==> src/rtl/gtoc_pkg.sv <==
`default_nettype none
package gtoc_pkg;

   // field widths
   localparam int UNIT_W = 3;
   localparam int MULT_W = 5;
   localparam int STEP_W = 21;
   localparam int SEC_W  = 26;
   localparam int TEXT_W = 64;
   localparam int CHAR_W = 8;
   localparam int NCHARS = TEXT_W / CHAR_W;

   // unit codes and limits
   localparam logic [UNIT_W-1:0] UNIT_OFF = 3'd7;
   localparam int                MULT_MAX = 31;

   // status codes
   localparam logic [1:0] ST_OK        = 2'd0;
   localparam logic [1:0] ST_RANGE     = 2'd1;
   localparam logic [1:0] ST_MALFORMED = 2'd2;

   // character codes
   localparam logic [CHAR_W-1:0] CH_ZERO = 8'h30;
   localparam logic [CHAR_W-1:0] CH_ONE  = 8'h31;

   // unit tables, coarsest unit first
   localparam int TAU_CNT = 7;
   localparam int ACT_CNT = 3;

   localparam logic [STEP_W-1:0] TAU_STEP [TAU_CNT] = '{
      21'(320 * 3600), 21'(10 * 3600), 21'd3600, 21'd600, 21'd60, 21'd30, 21'd2
   };
   localparam logic [UNIT_W-1:0] TAU_CODE [TAU_CNT] = '{
      3'd6, 3'd2, 3'd1, 3'd0, 3'd5, 3'd4, 3'd3
   };
   localparam logic [STEP_W-1:0] ACT_STEP [ACT_CNT] = '{
      21'(6 * 60), 21'd60, 21'd2
   };
   localparam logic [UNIT_W-1:0] ACT_CODE [ACT_CNT] = '{
      3'd2, 3'd1, 3'd0
   };

   // input item
   typedef struct packed {
      logic              kind;
      logic              is_tau;
      logic [31:0]       seconds;
      logic [TEXT_W-1:0] timer_text;
      logic [CHAR_W-1:0] text_end;
   } req_type;

   // after stage 1: text checked, octet assembled
   typedef struct packed {
      logic        kind;
      logic        is_tau;
      logic [31:0] seconds;
      logic        sec_zero;
      logic        text_ok;
      logic [7:0]  octet;
   } front_type;

   // after stage 2: per-unit matches and decoded duration
   typedef struct packed {
      logic                            kind;
      logic                            is_tau;
      logic                            sec_zero;
      logic                            text_ok;
      logic [7:0]                      octet;
      logic [TAU_CNT-1:0]              tau_hit;
      logic [TAU_CNT-1:0][MULT_W-1:0]  tau_mult;
      logic [ACT_CNT-1:0]              act_hit;
      logic [ACT_CNT-1:0][MULT_W-1:0]  act_mult;
      logic                            unit_ok;
      logic [SEC_W-1:0]                dec_seconds;
   } match_type;

   // result item
   typedef struct packed {
      logic [1:0]       status;
      logic [7:0]       timer_octet;
      logic [SEC_W-1:0] seconds_value;
   } rsp_type;

   typedef struct packed {
      logic              ok;
      logic [STEP_W-1:0] step;
   } unit_type;

   // step of a unit code in the selected table
   function automatic unit_type step_of(input logic tau, input logic [UNIT_W-1:0] unit);
      unit_type r;
      r = '0;
      if (tau) begin
         for (int i = 0; i < TAU_CNT; i++) begin
            if (TAU_CODE[i] == unit) begin
               r.ok   = 1'b1;
               r.step = TAU_STEP[i];
            end
         end
      end else begin
         for (int i = 0; i < ACT_CNT; i++) begin
            if (ACT_CODE[i] == unit) begin
               r.ok   = 1'b1;
               r.step = ACT_STEP[i];
            end
         end
      end
      return r;
   endfunction

endpackage
`default_nettype wire

==> src/rtl/gprs_timer_octet_codec.sv <==
`default_nettype none
// Channel | Dir | Ports                                | Payload
// req     | in  | req_tvalid/tready/tdata/tuser        | tdata: seconds, timer_text, text_end
//         |     |                                      | tuser: kind, is_tau
// rsp     | out | rsp_tvalid/tready/tdata/tuser        | tdata: timer_octet, seconds_value
//         |     |                                      | tuser: status
//
// One item per cycle sustained while rsp_tready is high; items pass through the check, match and select stages.
// The per-unit multiple compare in the middle stage sets the cycle time.
// Reset clears the stage valid bits only; payload registers are not reset.
// A stalled result holds; each stage takes a new item when empty or when
// the stage after it moves, so bubbles close up under back-pressure.
module gprs_timer_octet_codec (
   input  wire logic         clock,
   input  wire logic         reset,
   input  wire logic         req_tvalid,
   output logic              req_tready,
   input  wire logic [103:0] req_tdata,  // seconds[31:0], timer_text[95:32], text_end[103:96]
   input  wire logic [1:0]   req_tuser,  // kind[0], is_tau[1]
   output logic              rsp_tvalid,
   input  wire logic         rsp_tready,
   output logic [39:0]       rsp_tdata,  // timer_octet[7:0], seconds_value[33:8], zero pad
   output logic [1:0]        rsp_tuser   // status[1:0]
);

   gtoc_pkg::req_type   req;
   gtoc_pkg::front_type s1_data;
   gtoc_pkg::match_type s2_data;
   gtoc_pkg::rsp_type   rsp;
   logic                s1_valid;
   logic                s1_ready;
   logic                s2_valid;
   logic                s2_ready;

   // unpack input item
   assign req.kind       = req_tuser[0];
   assign req.is_tau     = req_tuser[1];
   assign req.seconds    = req_tdata[31:0];
   assign req.timer_text = req_tdata[95:32];
   assign req.text_end   = req_tdata[103:96];

   gtoc_front u_front (
      .clock     (clock),
      .reset     (reset),
      .in_valid  (req_tvalid),
      .in_ready  (req_tready),
      .in_data   (req),
      .out_valid (s1_valid),
      .out_ready (s1_ready),
      .out_data  (s1_data)
   );

   gtoc_match u_match (
      .clock     (clock),
      .reset     (reset),
      .in_valid  (s1_valid),
      .in_ready  (s1_ready),
      .in_data   (s1_data),
      .out_valid (s2_valid),
      .out_ready (s2_ready),
      .out_data  (s2_data)
   );

   gtoc_select u_select (
      .clock     (clock),
      .reset     (reset),
      .in_valid  (s2_valid),
      .in_ready  (s2_ready),
      .in_data   (s2_data),
      .out_valid (rsp_tvalid),
      .out_ready (rsp_tready),
      .out_data  (rsp)
   );

   // pack result item
   assign rsp_tuser = rsp.status;
   assign rsp_tdata = {6'd0, rsp.seconds_value, rsp.timer_octet};

   // an unrepresentable duration carries no octet and no seconds
   a_range_zero: assert property (@(posedge clock) disable iff (reset)
      rsp_tvalid && rsp_tuser == gtoc_pkg::ST_RANGE |-> rsp_tdata == '0)
      else $error("range status with nonzero payload");

   // the deactivated unit always reports zero seconds
   a_off_zero: assert property (@(posedge clock) disable iff (reset)
      rsp_tvalid && rsp_tuser == gtoc_pkg::ST_OK && rsp_tdata[7:5] == gtoc_pkg::UNIT_OFF
      |-> rsp_tdata[33:8] == '0)
      else $error("deactivated unit with nonzero seconds");

   // no undefined status code leaves the block
   a_status_code: assert property (@(posedge clock) disable iff (reset)
      rsp_tvalid |-> rsp_tuser == gtoc_pkg::ST_OK || rsp_tuser == gtoc_pkg::ST_RANGE ||
                     rsp_tuser == gtoc_pkg::ST_MALFORMED)
      else $error("undefined status code");

   // a full pipeline behind a stalled output takes no new item
   a_full_stall: assert property (@(posedge clock) disable iff (reset)
      s1_valid && s2_valid && rsp_tvalid && !rsp_tready |-> !req_tready)
      else $error("item taken while pipeline full and stalled");

endmodule
`default_nettype wire

==> src/rtl/gtoc_front.sv <==
`default_nettype none
// Stage 1: text check, octet assembly, zero test
module gtoc_front (
   input  wire logic               clock,
   input  wire logic               reset,
   input  wire logic               in_valid,
   output logic                    in_ready,
   input  wire gtoc_pkg::req_type  in_data,
   output logic                    out_valid,
   input  wire logic               out_ready,
   output gtoc_pkg::front_type     out_data
);

   logic                valid_ff;
   gtoc_pkg::front_type data_ff;
   gtoc_pkg::front_type data_in;

   assign in_ready = !valid_ff || out_ready;

   // each character must be '0' or '1', ninth must be NUL
   always_comb begin
      logic                        ok;
      logic [gtoc_pkg::CHAR_W-1:0] ch;
      ok = 1'b1;
      data_in.octet = '0;
      for (int i = 0; i < gtoc_pkg::NCHARS; i++) begin
         ch = in_data.timer_text[gtoc_pkg::TEXT_W-1-gtoc_pkg::CHAR_W*i -: gtoc_pkg::CHAR_W];
         if (ch != gtoc_pkg::CH_ZERO && ch != gtoc_pkg::CH_ONE) ok = 1'b0;
         data_in.octet[7-i] = ch[0];
      end
      data_in.kind     = in_data.kind;
      data_in.is_tau   = in_data.is_tau;
      data_in.seconds  = in_data.seconds;
      data_in.sec_zero = (in_data.seconds == '0);
      data_in.text_ok  = ok && (in_data.text_end == '0);
   end

   always_ff @(posedge clock) begin
      if (reset) begin
         valid_ff <= 1'b0;
      end else if (in_ready) begin
         valid_ff <= in_valid;
      end
   end

   always_ff @(posedge clock) begin
      if (in_valid && in_ready) begin
         data_ff <= data_in;
      end
   end

   assign out_valid = valid_ff;
   assign out_data  = data_ff;

endmodule
`default_nettype wire

==> src/rtl/gtoc_match.sv <==
`default_nettype none
// Stage 2: exact-multiple match per unit, decode step times multiplier
module gtoc_match (
   input  wire logic                 clock,
   input  wire logic                 reset,
   input  wire logic                 in_valid,
   output logic                      in_ready,
   input  wire gtoc_pkg::front_type  in_data,
   output logic                      out_valid,
   input  wire logic                 out_ready,
   output gtoc_pkg::match_type       out_data
);

   logic                valid_ff;
   gtoc_pkg::match_type data_ff;
   gtoc_pkg::match_type data_in;

   assign in_ready = !valid_ff || out_ready;

   // a unit hits when seconds equals step times some multiplier 1..31
   always_comb begin
      gtoc_pkg::unit_type u;
      data_in.tau_hit  = '0;
      data_in.tau_mult = '0;
      data_in.act_hit  = '0;
      data_in.act_mult = '0;
      for (int k = 0; k < gtoc_pkg::TAU_CNT; k++) begin
         for (int m = 1; m <= gtoc_pkg::MULT_MAX; m++) begin
            if (in_data.seconds == 32'(gtoc_pkg::TAU_STEP[k]) * 32'(m)) begin
               data_in.tau_hit[k]  = 1'b1;
               data_in.tau_mult[k] = gtoc_pkg::MULT_W'(m);
            end
         end
      end
      for (int k = 0; k < gtoc_pkg::ACT_CNT; k++) begin
         for (int m = 1; m <= gtoc_pkg::MULT_MAX; m++) begin
            if (in_data.seconds == 32'(gtoc_pkg::ACT_STEP[k]) * 32'(m)) begin
               data_in.act_hit[k]  = 1'b1;
               data_in.act_mult[k] = gtoc_pkg::MULT_W'(m);
            end
         end
      end

      // decode side: unit lookup and scale
      u = gtoc_pkg::step_of(in_data.is_tau, in_data.octet[7:5]);
      data_in.unit_ok     = u.ok;
      data_in.dec_seconds = gtoc_pkg::SEC_W'(u.step) *
                            gtoc_pkg::SEC_W'(in_data.octet[gtoc_pkg::MULT_W-1:0]);

      data_in.kind     = in_data.kind;
      data_in.is_tau   = in_data.is_tau;
      data_in.sec_zero = in_data.sec_zero;
      data_in.text_ok  = in_data.text_ok;
      data_in.octet    = in_data.octet;
   end

   always_ff @(posedge clock) begin
      if (reset) begin
         valid_ff <= 1'b0;
      end else if (in_ready) begin
         valid_ff <= in_valid;
      end
   end

   always_ff @(posedge clock) begin
      if (in_valid && in_ready) begin
         data_ff <= data_in;
      end
   end

   assign out_valid = valid_ff;
   assign out_data  = data_ff;

endmodule
`default_nettype wire

==> src/rtl/gtoc_select.sv <==
`default_nettype none
// Stage 3: coarsest-unit pick, status and result register
module gtoc_select (
   input  wire logic                 clock,
   input  wire logic                 reset,
   input  wire logic                 in_valid,
   output logic                      in_ready,
   input  wire gtoc_pkg::match_type  in_data,
   output logic                      out_valid,
   input  wire logic                 out_ready,
   output gtoc_pkg::rsp_type         out_data
);

   logic              valid_ff;
   gtoc_pkg::rsp_type data_ff;
   gtoc_pkg::rsp_type data_in;

   assign in_ready = !valid_ff || out_ready;

   always_comb begin
      logic                        found;
      logic [gtoc_pkg::UNIT_W-1:0] code;
      logic [gtoc_pkg::MULT_W-1:0] mult;
      found = 1'b0;
      code  = '0;
      mult  = '0;
      // walk fine to coarse so the coarsest hit is left standing
      if (in_data.is_tau) begin
         for (int k = gtoc_pkg::TAU_CNT - 1; k >= 0; k--) begin
            if (in_data.tau_hit[k]) begin
               found = 1'b1;
               code  = gtoc_pkg::TAU_CODE[k];
               mult  = in_data.tau_mult[k];
            end
         end
      end else begin
         for (int k = gtoc_pkg::ACT_CNT - 1; k >= 0; k--) begin
            if (in_data.act_hit[k]) begin
               found = 1'b1;
               code  = gtoc_pkg::ACT_CODE[k];
               mult  = in_data.act_mult[k];
            end
         end
      end

      data_in = '0;
      if (!in_data.kind) begin
         // encode
         priority if (in_data.sec_zero) begin
            data_in.status      = gtoc_pkg::ST_OK;
            data_in.timer_octet = {gtoc_pkg::UNIT_OFF, gtoc_pkg::MULT_W'(0)};
         end else if (found) begin
            data_in.status      = gtoc_pkg::ST_OK;
            data_in.timer_octet = {code, mult};
         end else begin
            data_in.status      = gtoc_pkg::ST_RANGE;
         end
      end else begin
         // decode
         priority if (!in_data.text_ok) begin
            data_in.status        = gtoc_pkg::ST_MALFORMED;
         end else if (in_data.octet[7:5] == gtoc_pkg::UNIT_OFF) begin
            data_in.status        = gtoc_pkg::ST_OK;
            data_in.timer_octet   = in_data.octet;
         end else if (in_data.unit_ok) begin
            data_in.status        = gtoc_pkg::ST_OK;
            data_in.timer_octet   = in_data.octet;
            data_in.seconds_value = in_data.dec_seconds;
         end else begin
            data_in.status        = gtoc_pkg::ST_MALFORMED;
            data_in.timer_octet   = in_data.octet;
         end
      end
   end

   always_ff @(posedge clock) begin
      if (reset) begin
         valid_ff <= 1'b0;
      end else if (in_ready) begin
         valid_ff <= in_valid;
      end
   end

   always_ff @(posedge clock) begin
      if (in_valid && in_ready) begin
         data_ff <= data_in;
      end
   end

   assign out_valid = valid_ff;
   assign out_data  = data_ff;

endmodule
`default_nettype wire
==> config.mk <==
export PLATFORM = sky130hd
export DESIGN_NAME = gprs_timer_octet_codec
export DESIGN_NICKNAME = d
export VERILOG_FILES = /design/src/rtl/gtoc_pkg.sv /design/src/rtl/gprs_timer_octet_codec.sv /design/src/rtl/gtoc_front.sv /design/src/rtl/gtoc_match.sv /design/src/rtl/gtoc_select.sv
export SDC_FILE = /design/constraint.sdc
export NUM_CORES = 1
export LEC_CHECK = 0
export ABC_CLOCK_PERIOD_IN_PS = 5450
export BUFFER_PORTS_ARGS = -buffer_cell sky130_fd_sc_hd__buf_4
export CAP_MARGIN = 5
export CORE_MARGIN = 1.5
export CORE_UTILIZATION = 50
export DETAILED_ROUTE_END_ITERATION = 10
export HOLD_SLACK_MARGIN = 0.03
export PLACE_DENSITY = 0.7
export SLEW_MARGIN = 15
export SYNTH_ARGS = -nofsm -noshare
export SYNTH_HDL_FRONTEND = slang
export SYNTH_HIERARCHICAL = 1
export SYNTH_SLANG_ARGS = --single-unit
==> constraint.sdc <==
create_clock -name clock -period 5.45 [get_ports clock]
set_input_delay 0 -clock clock [delete_from_list [all_inputs] [get_ports clock]]
set_output_delay 0 -clock clock [all_outputs]
set_load 0.05 [all_outputs]
---- After elaboration in Yosys (flattened, before gate mapping) ----
Index checks and enable logic that the tools add are counted.
storage, ports and cells
  register bits ........................... 170
  output and inout port bits .............. 44
  word-level logic and storage cells ...... 673
  input port bits ......................... 110
cells by class
  reductions and logical operators ........ 62
  $mul .................................... 1
  multiplexer cells ....................... 307
  bitwise gates (word level) .............. 3
  equality and inequality tests ........... 233
operators with widths
  cell                  number
  $eq 32x14->1 const B  21
  $eq 32x10->1 const B  16
  $eq 32x13->1 const B  16
  $eq 32x6->1 const B   16
  $mux 4                128
  $eq 32x20->1 const B  15
  $eq 32x25->1 const B  15
  $eq 32x11->1 const B  14
  $eq 32x17->1 const B  13
  $eq 32x16->1 const B  9
  $eq 32x9->1 const B   9
  $eq 32x12->1 const B  8
  $eq 32x15->1 const B  8
  $eq 32x5->1 const B   8
  $mux 22               11
  $reduce_or 30->1      8
  $eq 32x19->1 const B  7
  $eq 32x24->1 const B  7
  $mux 3                71
  $eq 32x18->1 const B  4
  $eq 32x23->1 const B  4
  $eq 32x4->1 const B   4
  $eq 32x8->1 const B   4
  $ne 8x6->1 const B    16
  other kinds (29)      174

---- Longest topological paths before layout ----
  word-level depth ........................ 31
  mapped depth ............................ 19
  gate-level depth less buffers ........... 18

---- Cells and area by module ----
The synthesis kept the hierarchy.
by module, submodules not included
  module                  cells each  instances  seq. area each (um^2)  area an instance (um^2)
  gtoc_match              1,159       1          2,602.5                9,572.9
  gtoc_select             172         1          1,101.1                2,073.2
  gtoc_front              81          1          1,341.3                1,635.3
  gprs_timer_octet_codec  7           1          0.0                    48.8

---- Worst setup path before layout ----
Ideal clock, no wire load.
  path type ............................... register to register
  start ................................... register u_front.data_ff, in the netlist u_front/out_data[6]
  end ..................................... register u_match.data_ff, in the netlist u_match/out_data[24], data pin
  clock period less this slack ............ 4,757 ps
  buffers on the path ..................... 1
  data arrival time ....................... 4,497 ps
  cell stages (with the launch flop) ...... 18
  setup slack ............................. 693 ps
  required time ........................... 5,190 ps
  library setup time ...................... 260 ps
  path through ............................ edfxtp_1 -> clkbuf_1 -> nand2b_1 -> nor3_1 -> o21bai_1 -> nand2_1 -> fa_1 -> fa_1 -> fa_1 -> inv_1 -> ha_1 -> o21ai_0 -> nor2_1 -> a21oi_1 -> a211oi_1 -> o21ai_0 -> a211oi_1 -> mux2_2
RTL lines
  what                      RTL line          source
  start: declaration        gtoc_front.sv:15  gtoc_pkg::front_type data_ff;
  start signal: assignment  gtoc_front.sv:48  data_ff <= data_in;
  end signal: assignment    gtoc_match.sv:67  data_ff <= data_in;
  end: declaration          gtoc_match.sv:15  gtoc_pkg::match_type data_ff;

==> flow_summary_export.csv <==
group,metric,value,unit
outcome,status,"finished, violations left",
outcome,violations,"DRC",
worst_setup_path,start_kind,"flop",
placement,dp.cells,1841,
timing,final.min_clock_period,5220,ps
route,first_pass_iters,9,
min_path,holdPathStages,2,
placement,port_buffers,147,
timing,slew_violations,0,
synth,yosys.area.top_type,"edfxtp_1",
global_routing,track_usage,37.6,%
placement,dpl.hpwl,40.0,mm
final_layout,final_layout_size_suffix_gt1_share,18.1,%
final_layout,final_cell_count_no_fill,1925,
clocking,clock_path_buffers,2,
synth,syn-mean-instance-area,9.39,um^2
worst_setup_path,worst_ep_arrival_time,5420,ps
worst_setup_path,reg2reg_from,"u_front/out_data[5]",
worst_setup_path,r2r_slack,230,ps
route,viasPerCell,7.01,
power_and_ir_drop,p_leak,0.00588,uW
synth,synth_area_leaders,"edfxtp_1 37%, fa_1 5.0%, nand2_1 4.2%, ha_1 3.5%, and2_1 2.9%",
timing,fin_skew,23.7,ps
floorplan,die-area,27600,um^2
route,drt_iter0_drc,2238,
clocking,numCtsBuffers,17,
placement,place_area,14600,um^2
floorplan,rows,59,
global_routing,grt_start_max_net_pins,69,
synth,synth.top_cell.area_share,37.4,%
min_path,min_path_type,"in2reg",
floorplan,die_x,166,um
global_routing,overflow,0,
timing,tightest_slew,1210,ps
global_routing,grt_pass1_wl,78.2,mm
final_layout,nets,1757,
worst_setup_path,cp.required,5640,ps
clocking,cts.sinks,169,
clocking,worst_skew_pair.late_latency,440,ps
floorplan,die-height,166,um
worst_setup_path,end_kind,"flop",
placement,place_ws,62.2,ps
synth,syn-instance-count,1419,
timing,fmaxAchievable,191,MHz
clocking,cts_tree,"built",
timing,hold_viol,0,
synth,synth_edf_count,166,
route,drcViolationCount,14,
min_path,hp-start,"req_tdata[56]",
min_path,min_to,"u_front/out_data[3]",
power_and_ir_drop,power.density,211,nW/um^2
timing,setup_violations,0,
worst_setup_path,critPathMaxFanout,9,
flow_run,drv_cap,0,
clocking,clk_pin_slew,80,ps
final_layout,syn2layout_area_growth,18.2,%
synth,synth_area,13300,um^2
route,ant_nets,0,
power_and_ir_drop,ir_worst_vdd,198,uV
timing,setup_ws,226,ps
synth,synth_flop_cell,"edfxtp_1",
placement,place_congestion,1.05,
floorplan,initial_core_util,51.0,%
route,vias,13500,
final_layout,postLayoutCellArea,15800,um^2
route,wl_per_cell,27.4,um
final_layout,antenna-diode-count,0,
clocking,cts_max_level,4,
synth,async_flop_share,0,%
synth,yosys_warnings,6,
global_routing,grt_pass1_vias,12800,
floorplan,core,26100,um^2
timing,slew_headroom,18.3,%
worst_setup_path,timing.rr.end,"u_match/out_data[24]",
timing,post-route-period-util,95.9,%
route,wirelength,52.8,mm
floorplan,io_pins,154,
synth,ys_seq_area_share,37.8,%
synth,ys_ff_latch,169,
worst_setup_path,worstSetupPathType,"reg2reg",
worst_setup_path,reg2reg_depth,17,
final_layout,final.fill_count,2191,
synth,synth.distinct_cells,100,
global_routing,antenna_found_initial,1,
clocking,root_buffer,"clkbuf_16",
[synthesized netlist by cell type, types with 6 or more instances]
cell type	n
clkbuf_1	31
a311oi_1	6
a21o_1	6
nand2b_1	22
xnor2_1	12
inv_1	54
o22ai_1	17
a211oi_1	12
a21oi_1	54
and4b_1	7
or3_1	14
xor2_1	7
edfxtp_1	166
nor3_1	61
buf_4	24
o21ai_0	39
nor4b_1	11
and3_1	27
a221o_2	7
buf_2	28
a32oi_1	15
o21a_1	7
nor4_1	51
nor2b_1	19
nor4_2	8
nand2_1	149
nand4_1	48
ha_1	37
nor2_1	103
o2111ai_1	10
nand3_1	60
and2_1	62
a41oi_1	7
a31oi_1	16
nor4b_2	8
a22oi_1	9
nand4b_1	9
or4_1	11
and4_1	7
nor4bb_1	11
o211ai_1	9
fa_1	33
[cell usage in the layout (no fill, tap or decap), types with 16 or more instances in the layout]
cell type,n
buf_4,179
edfxtp_1,166
nand2_1,148
nor2_1,101
nand3_1,60
and2_1,59
nor3_1,58
inv_1,54
a21oi_1,54
nor4_1,50
dlygate4sd3_1,49
nand4_1,48
o21ai_0,38
ha_1,37
fa_1,33
and3_1,27
nand2b_1,22
nor2b_1,18
clkbuf_16,17
o22ai_1,17
a31oi_1,16
[registers in the layout, indices dropped and copies added, names as in the netlist]
name	flops
u_match/out_data	86
u_select/out_data	36
u_front/out_valid	1
u_select/out_valid	1
u_match/out_valid	1
u_front/out_data	44
[logic make-up after synthesis]
| family | after synthesis | share of synthesized area, % |
|---|---|---|
| xor+xnor | 19 | 1.25 |
| fa+ha+maj | 71 | 8.50 |
| mux | 1 | 0.0845 |
| flops | 169 | 37.8 |
| compound gates | 263 | 14.1 |
| other cells | 2 | 0.0563 |
| simple gates | 745 | 32.8 |
| buf+inv | 149 | 5.40 |
[worst max-delay path: stages (launching register included)]
cell      delay (ps)
edfxtp_1         490
nor2b_1          320
nor2_1           120
nor2_4           230
and2_1           180
nand2_1           80
fa_1             560
fa_1             430
fa_1             490
inv_1             40
ha_1             350
o21ai_0          110
nor2_1           200
a21oi_1          180
a211oi_2         280
o21ai_0          170
a211oi_1         350
mux2_2           380
[per-stage QoR]
stage                     setup TNS, ps  utilization (%)  hold slack (ps)  total power [uW]
after global placement                0             55.9              182              2040
after detailed placement              0             55.9              181              2050
after global routing              -2.12             60.3              287              3420
final                                 0             60.3              290              3320
after CTS                             0             60.1              276              3310
after floorplan                       0                -             69.1              1870
[where the power goes]
| group | switching [uW] | internal (uW) | total, uW |
|---|---|---|---|
| Combinational | 291 | 204 | 495 |
| Sequential | 78.3 | 1500 | 1580 |
| Clock | 626 | 623 | 1250 |
| Total | 995 | 2320 | 3320 |
[area by class of cell]
| class | instances | area (um^2) | area share [%] |
|---|---|---|---|
| Clock buffer | 17 | 425 | 2.70 |
| Sequential cell | 169 | 5040 | 32.0 |
| Tap cell | 335 | 419 | 2.66 |
| Multi-Input combinational cell | 1106 | 7650 | 48.6 |
| Inverter | 55 | 206 | 1.31 |
| Clock inverter | 15 | 171 | 1.09 |
| Timing Repair Buffer | 228 | 1830 | 11.6 |
[timing repair]
item | CTS | global route
hold buffers | 49 | 0
endpoints found under the setup margin | 0 | 5
hold endpoints to repair | 47 | 0
buffers inserted | 0 | 3
gates resized for setup | 0 | 10
[layer usage]
metal  vias to the layer above  wire, um  global-route usage [%]
li1                       5763         -                       -
met1                      6424     21400                    51.6
met2                      1079     21400                    55.0
met3                       221      7390                    12.5
met4                         2      2610                    14.6
met5                         -        13                       0
[how the worst max path moves through the flow]
stage	slack, ps	from	end
6_report	230	u_front/out_data[5]	u_match/out_data[24]
5_1_grt	-2	u_front/out_data[7]	u_match/out_data[24]
4_1_cts	70	u_front/out_data[5]	u_match/out_data[24]
3_5_place_dp	60	u_front/out_data[5]	u_match/out_data[24]
3_3_place_gp	430	u_front/out_data[5]	u_match/out_data[24]
2_1_floorplan	690	u_front/out_data[6]	u_match/out_data[24]
No activity file was read; power rests on OpenSTA's default activity.
